[config.mk]
export PLATFORM = sky130hd
export DESIGN_NAME = utf8_combining_char_segmenter
export DESIGN_NICKNAME = d
export VERILOG_FILES = /design/src/hw/rtl/u8seg_pkg.sv /design/src/hw/rtl/u8seg_classify.sv /design/src/hw/rtl/u8seg_queue.sv /design/src/hw/rtl/utf8_combining_char_segmenter.sv
export SDC_FILE = /design/constraint.sdc
export NUM_CORES = 1
export LEC_CHECK = 0
export BUFFER_PORTS_ARGS = -buffer_cell sky130_fd_sc_hd__buf_2
export CAP_MARGIN = 15
export CORE_MARGIN = 3
export CORE_UTILIZATION = 39
export DETAILED_ROUTE_END_ITERATION = 7
export GPL_TIMING_DRIVEN = 0
export PLACE_DENSITY_LB_ADDON = 0.12
export SETUP_SLACK_MARGIN = 0.3
export SLEW_MARGIN = 20
export SYNTH_ARGS = -nofsm -noshare
export SYNTH_HDL_FRONTEND = slang
export SYNTH_SLANG_ARGS = --single-unit
export TNS_END_PERCENT = 5
[constraint.sdc]
create_clock -name clk -period 2.7 [get_ports clk]
set_input_delay 0.54 -clock clk [delete_from_list [all_inputs] [get_ports clk]]
set_output_delay 0.54 -clock clk [all_outputs]
set_load 0.05 [all_outputs]
[src/hw/rtl/u8seg_pkg.sv]
// Shared types and constants for the UTF-8 combining character segmenter.
// Holds the result record, the queue push bundle and the combining mark ranges.
// No dependencies.
package u8seg_pkg;

  // Lead/continuation test: a continuation byte has 10 in its top two bits.
  localparam logic [7:0] CONT_MASK = 8'hc0;
  localparam logic [7:0] CONT_CODE = 8'h80;

  localparam logic [3:0] LEN_MAX = 4'd15;

  localparam int NUM_RANGES = 4;

  // Half-open combining mark ranges [lo, hi) over the packed big-endian bytes.
  localparam logic [23:0] COMB_LO [NUM_RANGES] = '{
    24'h00cc80, 24'he1b780, 24'he28390, 24'hefb8a0
  };
  localparam logic [23:0] COMB_HI [NUM_RANGES] = '{
    24'h00cdb0, 24'he1b7c0, 24'he283c0, 24'hefb8b0
  };

  // Result queue geometry. The depth must be a power of two.
  localparam int QDEPTH = 4;
  localparam int QAW    = $clog2(QDEPTH);
  localparam int QCW    = $clog2(QDEPTH + 1);

  typedef struct packed {
    logic [3:0] cp_length;
    logic       combining;
    logic       starts_char;
    logic       closes_string;
    logic       last;
  } result_t;

  // Up to two records pushed per accepted byte, in output order.
  typedef struct packed {
    logic [1:0] cnt;
    result_t    first;
    result_t    second;
  } push_t;

endpackage

[src/hw/rtl/u8seg_classify.sv]
// Combining mark test for one code point.
// Depends on u8seg_pkg for the range table.
module u8seg_classify
  import u8seg_pkg::*;
(
  input  logic [23:0] value,
  input  logic [3:0]  length,
  output logic        combining
);

  logic [NUM_RANGES-1:0] hit;

  always_comb begin
    for (int k = 0; k < NUM_RANGES; k++) begin
      hit[k] = (value >= COMB_LO[k]) && (value < COMB_HI[k]);
    end
  end

  // Only two- and three-byte code points can be combining marks.
  assign combining = ((length == 4'd2) || (length == 4'd3)) && (|hit);

endmodule

[src/hw/rtl/u8seg_queue.sv]
// Small result queue: takes up to two records per cycle, gives one per beat.
// Depends on u8seg_pkg for the record types and the queue geometry.
module u8seg_queue
  import u8seg_pkg::*;
(
  input  logic    clk,
  input  logic    rst_n,
  input  push_t   push,
  input  logic    out_stall,
  output logic    out_valid,
  output result_t head,
  output logic    room_lt2
);

  result_t          entry_r [QDEPTH];
  logic [QAW-1:0]   wr_r, wr_nxt;
  logic [QAW-1:0]   rd_r, rd_nxt;
  logic [QCW-1:0]   cnt_r, cnt_nxt;
  logic             pop;

  assign out_valid = (cnt_r != '0);
  assign pop       = out_valid && !out_stall;
  assign head      = entry_r[rd_r];
  assign room_lt2  = (cnt_r > QCW'(QDEPTH - 2));

  always_comb begin
    wr_nxt  = wr_r + QAW'(push.cnt);
    rd_nxt  = rd_r + QAW'(pop);
    cnt_nxt = cnt_r + QCW'(push.cnt) - QCW'(pop);
  end

  always_ff @(posedge clk) begin
    if (!rst_n) begin
      wr_r  <= '0;
      rd_r  <= '0;
      cnt_r <= '0;
    end else begin
      wr_r  <= wr_nxt;
      rd_r  <= rd_nxt;
      cnt_r <= cnt_nxt;
    end
  end

  always_ff @(posedge clk) begin
    if (push.cnt != 2'd0) begin
      entry_r[wr_r] <= push.first;
    end
    if (push.cnt == 2'd2) begin
      entry_r[wr_r + QAW'(1)] <= push.second;
    end
  end

endmodule

[src/hw/rtl/utf8_combining_char_segmenter.sv]
// Top level of the UTF-8 combining character segmenter.
// Depends on u8seg_pkg, u8seg_classify and u8seg_queue.
//
//   channel | direction | handshake          | payload
//   --------+-----------+--------------------+---------------------------------------
//   in      | input     | in_valid/in_stall  | data_byte, string_end
//   out     | output    | out_valid/out_stall| cp_length, combining, starts_char,
//           |           |                    | closes_string, last
//
// One byte is accepted per cycle unless in_stall is high; its results are queued.
// A byte yields zero, one or two results, and the result port gives one per beat.
// A two-result byte ends a string, so the next byte gives at most one; the queue
// soaks up the extra record and the input runs at one byte per cycle unless
// out_stall holds results back.
// in_stall rises when the four-entry result queue has fewer than two free slots.
// Reset is synchronous: it empties the queue and returns to string start.
module utf8_combining_char_segmenter
  import u8seg_pkg::*;
(
  input  logic       clk,
  input  logic       rst_n,
  input  logic       in_valid,
  output logic       in_stall,
  input  logic [7:0] in_data_byte,
  input  logic       in_string_end,
  output logic       out_valid,
  input  logic       out_stall,
  output logic [3:0] out_cp_length,
  output logic       out_combining,
  output logic       out_starts_char,
  output logic       out_closes_string,
  output logic       out_last
);

  // State of the open code point.
  logic [23:0] pv_r, pv_nxt;
  logic [3:0]  len_r, len_nxt;
  logic        have_r, have_nxt;
  logic        start_r, start_nxt;
  logic        first_r, first_nxt;

  // Open code point after this byte, before any string end handling.
  logic [23:0] pv_new;
  logic [3:0]  len_new;
  logic        first_new;

  logic        accept;
  logic        is_lead;
  logic        open_new;
  logic        emit_old;
  logic        comb_old;
  logic        comb_new;
  logic        room_lt2;
  result_t     rec_old;
  result_t     rec_new;
  result_t     head;
  push_t       push;

  assign in_stall = room_lt2;
  assign accept   = in_valid && !in_stall;
  assign is_lead  = ((in_data_byte & CONT_MASK) != CONT_CODE);

  // The first byte of a string always opens a code point, even a continuation.
  assign open_new = start_r || !have_r || is_lead;
  assign emit_old = !start_r && have_r && is_lead;

  u8seg_classify u_class_old (
    .value     (pv_r),
    .length    (len_r),
    .combining (comb_old)
  );

  u8seg_classify u_class_new (
    .value     (pv_new),
    .length    (len_new),
    .combining (comb_new)
  );

  always_comb begin
    if (open_new) begin
      pv_new    = {16'h0000, in_data_byte};
      len_new   = 4'd1;
      first_new = start_r;
    end else begin
      // Only the last three bytes are kept; the length saturates.
      pv_new    = {pv_r[15:0], in_data_byte};
      len_new   = (len_r == LEN_MAX) ? len_r : len_r + 4'd1;
      first_new = first_r;
    end

    rec_old.cp_length     = len_r;
    rec_old.combining     = comb_old;
    rec_old.starts_char   = first_r || !comb_old;
    rec_old.closes_string = 1'b0;
    rec_old.last          = !in_string_end;

    rec_new.cp_length     = len_new;
    rec_new.combining     = comb_new;
    rec_new.starts_char   = first_new || !comb_new;
    rec_new.closes_string = 1'b1;
    rec_new.last          = 1'b1;

    // Records are pushed in output order: a closed earlier code point first.
    push.cnt    = 2'd0;
    push.first  = rec_old;
    push.second = rec_new;
    if (accept) begin
      priority if (emit_old && in_string_end) begin
        push.cnt = 2'd2;
      end else if (emit_old) begin
        push.cnt = 2'd1;
      end else if (in_string_end) begin
        push.cnt   = 2'd1;
        push.first = rec_new;
      end
    end

    pv_nxt    = pv_r;
    len_nxt   = len_r;
    have_nxt  = have_r;
    start_nxt = start_r;
    first_nxt = first_r;
    if (accept) begin
      if (in_string_end) begin
        // The string is closed: go back to string start with nothing open.
        pv_nxt    = '0;
        len_nxt   = '0;
        have_nxt  = 1'b0;
        start_nxt = 1'b1;
        first_nxt = 1'b0;
      end else begin
        pv_nxt    = pv_new;
        len_nxt   = len_new;
        have_nxt  = 1'b1;
        start_nxt = 1'b0;
        first_nxt = first_new;
      end
    end
  end

  always_ff @(posedge clk) begin
    if (!rst_n) begin
      pv_r    <= '0;
      len_r   <= '0;
      have_r  <= 1'b0;
      start_r <= 1'b1;
      first_r <= 1'b0;
    end else begin
      pv_r    <= pv_nxt;
      len_r   <= len_nxt;
      have_r  <= have_nxt;
      start_r <= start_nxt;
      first_r <= first_nxt;
    end
  end

  u8seg_queue u_queue (
    .clk       (clk),
    .rst_n     (rst_n),
    .push      (push),
    .out_stall (out_stall),
    .out_valid (out_valid),
    .head      (head),
    .room_lt2  (room_lt2)
  );

  assign out_cp_length     = head.cp_length;
  assign out_combining     = head.combining;
  assign out_starts_char   = head.starts_char;
  assign out_closes_string = head.closes_string;
  assign out_last          = head.last;

  // At string start nothing may be open.
  a_start_empty: assert property (@(posedge clk) disable iff (!rst_n)
    !(start_r && have_r))
    else $error("code point open at string start");

  // A byte that ends a string always leaves a result waiting.
  a_end_result: assert property (@(posedge clk) disable iff (!rst_n)
    (accept && in_string_end) |=> out_valid)
    else $error("string end produced no result");

  // A lead byte that closes an open code point leaves a result waiting.
  a_lead_result: assert property (@(posedge clk) disable iff (!rst_n)
    (accept && emit_old) |=> out_valid)
    else $error("closed code point produced no result");

  // The byte is never accepted when two records might not fit.
  a_no_overrun: assert property (@(posedge clk) disable iff (!rst_n)
    accept |-> !room_lt2)
    else $error("byte accepted without queue room");

endmodule
==> qor_table.md, run 1 <==
| Parameter | This run |
|---|---|
| Total congestion overflow | 0 |
| Initial DRC count | 138 |
| Mean routed wirelength per cell | 16.90 um |
| Avg Inst Size Synth | 9.635 sq um |
| Via count of the first global-routing pass | 3,375 |
| Total count of max-transition violations in the final report | 0 |
| Total global-route track usage | 18.18% |
| Result of the run | finished clean |
| Sequential cell area fraction in the yosys report | 39.90% |
| Starting density of the core | 41.14% |
| RSZ-0062 raised after global routing | yes |
| Hold Fails Final Rpt | 0 |
| # setup viols final | 0 |
| Static leakage power | 1.659 nW |
| Buffers from clock root to sink, at most | 2 |
| Cell count after synthesis | 427 |
| Cells on worst reg2reg path | 7 |
| Slowest stage cell, crit path | sky130_fd_sc_hd__or3b_2 |
| Post-Syn Nets | 451 |
| Cell-by-cell trace of the critical path | buf_2 > nand4_1 > or3b_2 > a2111oi_4 > a311oi_2 > nor2_2 > o211ai_1 |
| Floorplan Core Area | 0.01000 sq mm |
| Commonest cells after routing, fill and taps aside | sky130_fd_sc_hd__nand2_1 (42), sky130_fd_sc_hd__dfxtp_1 (42), sky130_fd_sc_hd__buf_2 (29) |
| Chip Height | 108.7 um |
| Post-layout net count | 487 |
| RePlAce Congestion | 0.8796 |
| Start of the worst register-to-register path | pv_r[14] |
| WP buf/inv | 1 |
| Number of nets with antenna violations after routing | 0 |
| Longest individual stage delay on the worst path | 0.52 ns |
| Largest fanout on the critical path | 9 |
| Required time worst endpoint | 2.79 ns |
| Start point of the critical path | pv_r[14] |
| Transition at the pin with the smallest max-transition slack | 0.6117 ns |
| Latest clock arrival within the worst-skew pair | 0.36 ns |
| Count of TritonRoute iterations in the first routing pass | 4 |
| Clock tree from TritonCTS | built |
| Ratio of routed vias to standard cells | 5.572 |
| Post-route DRC violation count | 0 |
| Ys Warns | 0 |
| Worst hold slack | 0.4547 ns |
| Area share of the leading cell type in the synthesized netlist | 22.38% |
| Initial antenna violation count | 0 |
| I/O Pins | 23 |
| Minimum period implied by the final worst setup slack | 2.313 ns |
| Final WL | 10,150 um |
| Synth cell types | 70 |
| Share of the clock period used by the worst path after layout | 85.67% |
| Share of final-layout standard cells stronger than drive strength 1 | 23.50% |
| Relative max-transition margin | 58.79% |
| Final clock skew | 0.01904 ns |
| Number of antenna diodes | 0 |
| Slack of the worst reg-to-reg path | 0.39 ns |
| Number of cells in the design after placement | 581 |
| Clock tree sinks | 70 |
| Area growth from synthesis to layout | 15.36% |
| Highest clock rate | 432.3 MHz |
| Clock-pin slew of the registers on the worst-case setup and hold paths | 0.08 ns |
| Global-route wire length before repair | 16,700 um |
| Number of buffer cells added on primary ports | 21 |
| Critical Path End | u_queue.entry_r[1][2] |
| TritonCTS Buffers | 9 |
| Ys flop type | sky130_fd_sc_hd__dfxtp_1 |
| Category of the worst setup path launch point | flip-flop |
| Clock root cell | sky130_fd_sc_hd__clkbuf_8 |
| Critical path data arrival time | 2.40 ns |
| Post-cts hold buffer count | 0 |
| Top area cells in the synthesized netlist | sky130_fd_sc_hd__dfxtp_1 (22%), sky130_fd_sc_hd__edfxtp_1 (18%), sky130_fd_sc_hd__mux4_2 (4.4%), sky130_fd_sc_hd__nand2_1 (4.3%), sky130_fd_sc_hd__nor2b_1 (4.1%) |
| Die Outline Area | 0.01182 sq mm |
| Hold/Removal Path Class | input pin to flip-flop |
| MaxCap Viol Count | 0 |
| Depth of the CTS H-tree | 3 |
| Number of non-filler instances in the completed layout | 601 |
| FP Rows | 36 |
| Syn Std Cell Area | 0.004114 sq mm |
| Half-perimeter wire length after detailed placement | 7337 um |
| Post-synth ARST share | 0% |
| Crit path max-delay family | simple AND/OR/NAND/NOR gates |
| Number of synthesized register bits | 70 |
| Post-synth top area cell | sky130_fd_sc_hd__dfxtp_1 |
| Width of the die | 108.7 um |
| Number of cells on the critical path | 7 |
| Power density over the cells | 668.4 mW/mm^2 |
| Number of enable flip-flop cells after synthesis | 24 |
| Endpoint kind of the worst setup timing path | flip-flop |
| Via count | 3,349 |
| Startpoint-to-endpoint class of the critical path | flip-flop to flip-flop |
| Reg-to-reg endpoint | u_queue.entry_r[1][2] |
| Largest net degree at the start of global routing | 14 |
| Worst IR drop on VDD | 0.3573 mV |
## state kept, by name, summed over array words and instances, names as in the netlist
signal / cells
first_r: 1
have_r: 1
len_r: 4
pv_r: 24
start_r: 1
u_queue.cnt_r: 3
u_queue.entry_r: 32
u_queue.rd_r: 2
u_queue.wr_r: 2
## worst register-to-register path: cells and delay by family (launching register included)
family | cells | cell delay, ns
and+or+nand+nor | 3 | 0.94
DFF | 1 | 0.30
buffers and inverters | 1 | 0.18
AOI/OAI and AO/OA | 3 | 0.63
## per-layer routing
metal / vias up / GRT usage [%] / share of wire (%)
li1: 1682 / - / -
met1: 1582 / 22.62 / 46
met2: 77 / 30.67 / 50
met3: 8 / 4.026 / 3.5
met4: 0 / 7.124 / 0.83
met5: - / 0 / 0
## cell families (layout without fill, tap and decap cells)
group	Yosys count	in the layout	share of synthesized area, %
fa+ha+maj	11	11	3.528
mux	9	9	4.623
xor+xnor	5	5	1.065
simple gates	186	186	26.09
flops	70	70	39.90
buf+inv	42	83	5.261
compound gates	104	104	19.53
## worst min path at each step
stage	to	depth (start not counted)	startpoint
after floorplan	u_queue.entry_r[2][0]	2	u_queue.entry_r[2][0]
after global placement	u_queue.entry_r[1][0]	2	u_queue.entry_r[1][0]
after detailed placement	u_queue.entry_r[1][0]	2	u_queue.entry_r[1][0]
after CTS	pv_r[2]	3	in_data_byte[2]
after global routing	pv_r[2]	3	in_data_byte[2]
final	pv_r[2]	3	in_data_byte[2]
## repair_timing
| item | 4_1_cts | 5_1_grt |
|---|---|---|
| gates resized for setup | 4 | 32 |
| endpoints found under the setup margin | 43 | 53 |
| pin swaps | 0 | 3 |
| setup buffers | 0 | 4 |
## layout make-up
type	instances	area (sq um)
inverters	11	41.29
well taps	133	166.4
repair buffers	25	135.1
flip-flops and latches	70	1647
fillers	965	5254
clock inverters	5	56.30
multi-input cells	315	2365
clock buffers	11	152.6
plain buffers	31	182.7
## synth_stat cells, types with 3 or more instances
cell and count:
sky130_fd_sc_hd__nand2_1 47, sky130_fd_sc_hd__dfxtp_1 46, sky130_fd_sc_hd__nor2b_1 27, sky130_fd_sc_hd__edfxtp_1 24, sky130_fd_sc_hd__nor2_1 23, sky130_fd_sc_hd__a22oi_1 20, sky130_fd_sc_hd__clkbuf_1 14, sky130_fd_sc_hd__o211ai_1 13
sky130_fd_sc_hd__a22o_1 12, sky130_fd_sc_hd__and2_1 11, sky130_fd_sc_hd__inv_1 11, sky130_fd_sc_hd__ha_1 10, sky130_fd_sc_hd__nand3_1 10, sky130_fd_sc_hd__o21ai_0 10, sky130_fd_sc_hd__a21boi_0 9, sky130_fd_sc_hd__nand3b_1 9
sky130_fd_sc_hd__nor4_1 9, sky130_fd_sc_hd__mux4_2 8, sky130_fd_sc_hd__buf_2 7, sky130_fd_sc_hd__nand4_1 7, sky130_fd_sc_hd__a21oi_1 6, sky130_fd_sc_hd__buf_4 5, sky130_fd_sc_hd__nand2b_1 5, sky130_fd_sc_hd__buf_6 4
sky130_fd_sc_hd__nand4b_1 4, sky130_fd_sc_hd__o2111ai_1 4, sky130_fd_sc_hd__o22ai_1 4, sky130_fd_sc_hd__or2_2 4, sky130_fd_sc_hd__or4_1 4, sky130_fd_sc_hd__a211o_1 3, sky130_fd_sc_hd__a31oi_1 3, sky130_fd_sc_hd__nor3_1 3
sky130_fd_sc_hd__o2bb2ai_1 3, sky130_fd_sc_hd__xor2_1 3
## stage by stage
stage	utilization, %	power, W	cell area, sq um	setup slack (ns)	TNS (ns)
2_1_floorplan	-	0.002043	4119	0.2711	0
3_3_place_gp	43.91	0.002240	4390	-0.2046	-3.637
3_5_place_dp	43.91	0.002254	4390	-0.2688	-5.748
4_1_cts	46.06	0.003175	4606	0.1121	0
5_1_grt	47.46	0.003357	4746	0.2747	0
6_report	47.46	0.003172	4746	0.3870	0
## report_power, final
group,total [W],internal (W),switching (W)
registers,0.00127,0.00120,0.0000743
logic,0.000991,0.000357,0.000633
clock network,0.000911,0.000484,0.000427
total,0.00317,0.00204,0.00114
Note: power is estimated with default switching activity, not from simulation.
==> run 2, diff against run 1 <==
CORE_UTILIZATION = 40   (was 39)
==> qor_table.md, run 2 (synthesis gave the netlist of run 1 again) <==
| Parameter | This run |
|---|---|
| Global-route wire length before repair | 16,320 um |
| Cell-by-cell trace of the critical path | or3_4 > nor2b_1 > ha_1 > inv_1 > ha_1 > inv_1 > fa_1 > xor2_1 > xnor2_1 > and2_1 |
| Longest individual stage delay on the worst path | 0.39 ns |
| Final WL | 9996 um |
| Post-route DRC violation count | 0 |
| Area taken by multi-input logic gates | 0.002396 sq mm |
| Slack of the worst reg-to-reg path | 0.37 ns |
| Result of the run | finished clean |
| Power density over the cells | 665.9 mW/mm^2 |
| Commonest cells after routing, fill and taps aside | sky130_fd_sc_hd__dfxtp_1 (44), sky130_fd_sc_hd__nand2_1 (42), sky130_fd_sc_hd__buf_2 (29) |
| Number of flip-flops under the largest register name | 32 |
| TritonCTS Buffers | 9 |
| Chip Height | 107.4 um |
| WP buf/inv | 2 |
| Latest clock arrival within the worst-skew pair | 0.36 ns |
| Clock root cell | sky130_fd_sc_hd__clkbuf_8 |
| Hold/Removal Path Class | input pin to flip-flop |
| Total congestion overflow | 0 |
| Number of antenna diodes | 0 |
| Minimum period implied by the final worst setup slack | 2.326 ns |
| Finished Core Util | 48.36% |
| Transition at the pin with the smallest max-transition slack | 0.6398 ns |
| Crit path max-delay family | adder cells |
| Hold Fails Final Rpt | 0 |
| Hold path cells | 3 |
| Starting density of the core | 41.70% |
| Largest fanout on the critical path | 3 |
| FP Rows | 36 |
| # setup viols final | 0 |
| Width of the die | 107.4 um |
| Required time worst endpoint | 2.95 ns |
| Initial DRC count | 126 |
| Most common cell after layout, fill and taps aside | sky130_fd_sc_hd__dfxtp_1 |
| Depth of the CTS H-tree | 3 |
| Die Outline Area | 0.01154 sq mm |
| Mean routed wirelength per cell | 16.66 um |
| Via count of the first global-routing pass | 3,256 |
| Largest net degree at the start of global routing | 13 |
| Highest clock rate | 430.0 MHz |
| RSZ-0062 raised after global routing | yes |
| Total power consumption of the routed design | 0.003177 W |
| Share of the clock period used by the worst path after layout | 86.13% |
| Total count of max-transition violations in the final report | 0 |
| Share of final-layout standard cells stronger than drive strength 1 | 23.98% |
| Clock tree sinks | 70 |
| Post-layout net count | 486 |
| Area growth from synthesis to layout | 15.97% |
| Initial antenna violation count | 0 |
| Setup TNS | 0 ns |
| Largest registers ranked by flip-flop count | u_queue.entry_r x32, pv_r x24, len_r x4 |
| Fill cell count | 920 |
| Worst Min Path Start | in_data_byte[2] |
| Buffers from clock root to sink, at most | 2 |
| Count of TritonRoute iterations in the first routing pass | 4 |
| Post-cts hold buffer count | 0 |
| Register area | 0.001644 sq mm |
| Number of nets with antenna violations after routing | 0 |
| Number of buffer cells added on primary ports | 21 |
| Endpoint, Worst Hold | pv_r[2] |
| Final clock skew | 0.01317 ns |
| Category of the worst setup path launch point | flip-flop |
| Endpoint kind of the worst setup timing path | flip-flop |
| Start of the worst register-to-register path | u_queue.cnt_r[1] |
| RePlAce Congestion | 0.9009 |
| MaxCap Viol Count | 0 |
| Floorplan Core Area | 0.009864 sq mm |
| Startpoint-to-endpoint class of the critical path | flip-flop to flip-flop |
| Half-perimeter wire length after detailed placement | 7403 um |
| Worst IR drop on VDD | 0.3769 mV |
| Total global-route track usage | 17.93% |
| Cells on worst reg2reg path | 10 |
| Reg-to-reg endpoint | u_queue.cnt_r[2] |
| I/O Pins | 23 |
| Clock tree from TritonCTS | built |
| Static leakage power | 1.662 nW |
| Via count | 3,406 |
| Relative max-transition margin | 56.90% |
| Clock-pin slew of the registers on the worst-case setup and hold paths | 0.08 ns |
| Slowest stage cell, crit path | sky130_fd_sc_hd__or3_4 |
| Biggest register | u_queue.entry_r |
| Critical path data arrival time | 2.57 ns |
| Ratio of routed vias to standard cells | 5.677 |
-- run 2: cell types whose count changed in the layout (fill, tap and decap cells not counted), sizes merged --
| cell | delta |
|---|---|
| clkbuf | -2 |
| buf | -1 |
| clkinvlp | +2 |
| inv | -1 |
| bufinv | +1 |
-- run 2: cell type report --
type                       count  area share, %
buffer                        31          3.829
clock buffer                   9          2.596
clock inverter                 7          1.862
inverter                      11         0.8655
multi-input combinational    315          50.22
sequential                    70          34.46
tap                          133          3.488
timing repair buffer          24          2.675
-- run 2: worst max-delay path by stage --
stage                                 from               endpoint  slack (ns)  cells past startpoint
after detailed placement   in_data_byte[7]  u_queue.entry_r[1][5]       -0.27                     11
after global routing              pv_r[14]  u_queue.entry_r[1][2]        0.26                      7
final                     u_queue.cnt_r[1]       u_queue.cnt_r[2]        0.37                     10
after floorplan            in_data_byte[7]       u_queue.cnt_r[2]        0.27                     11
after CTS                          start_r  u_queue.entry_r[2][2]        0.13                     11
after global placement     in_data_byte[7]  u_queue.entry_r[1][7]       -0.21                     11
-- run 2: worst min-delay path, delay by kind of cell --
| family | cells | cell delay (ns) |
|---|---|---|
| simple gates | 1 | 0.06 |
| buf+inv | 1 | 0.10 |
| compound gates | 1 | 0.07 |
-- run 2: stage by stage --
stage	setup WS, ns	hold slack, ns	area, sq um	std cells
after floorplan	0.2711	0.4485	4119	427
after global placement	-0.2094	0.4617	4390	581
after detailed placement	-0.2684	0.4768	4390	581
after CTS	0.1275	0.4546	4618	597
after global routing	0.2579	0.4620	4771	600
final	0.3744	0.4571	4771	600
-- run 2: metal layers --
layer / global-route usage (%) / vias up / part of all wire [%]
li1: - / 1672 / -
met2: 30.83 / 61 / 49
met4: 6.583 / 0 / 1.5
met1: 22.77 / 1661 / 47
met5: 0 / - / 0
met3: 2.759 / 12 / 3.1
-- run 2: power by group --
group / internal (W) / leakage, nW / total (W) / switching (W)
Clock: 0.000513 / 0.103 / 0.000921 / 0.000408
Sequential: 0.00119 / 0.597 / 0.00127 / 0.0000729
Combinational: 0.000356 / 0.962 / 0.000990 / 0.000634
Total: 0.00206 / 1.66 / 0.00318 / 0.00111
-- run 2: timing repair --
item,in CTS,in global routing
pin swaps,0,2
resized for setup,7,32
setup endpoints to repair,43,50
setup buffers,0,3
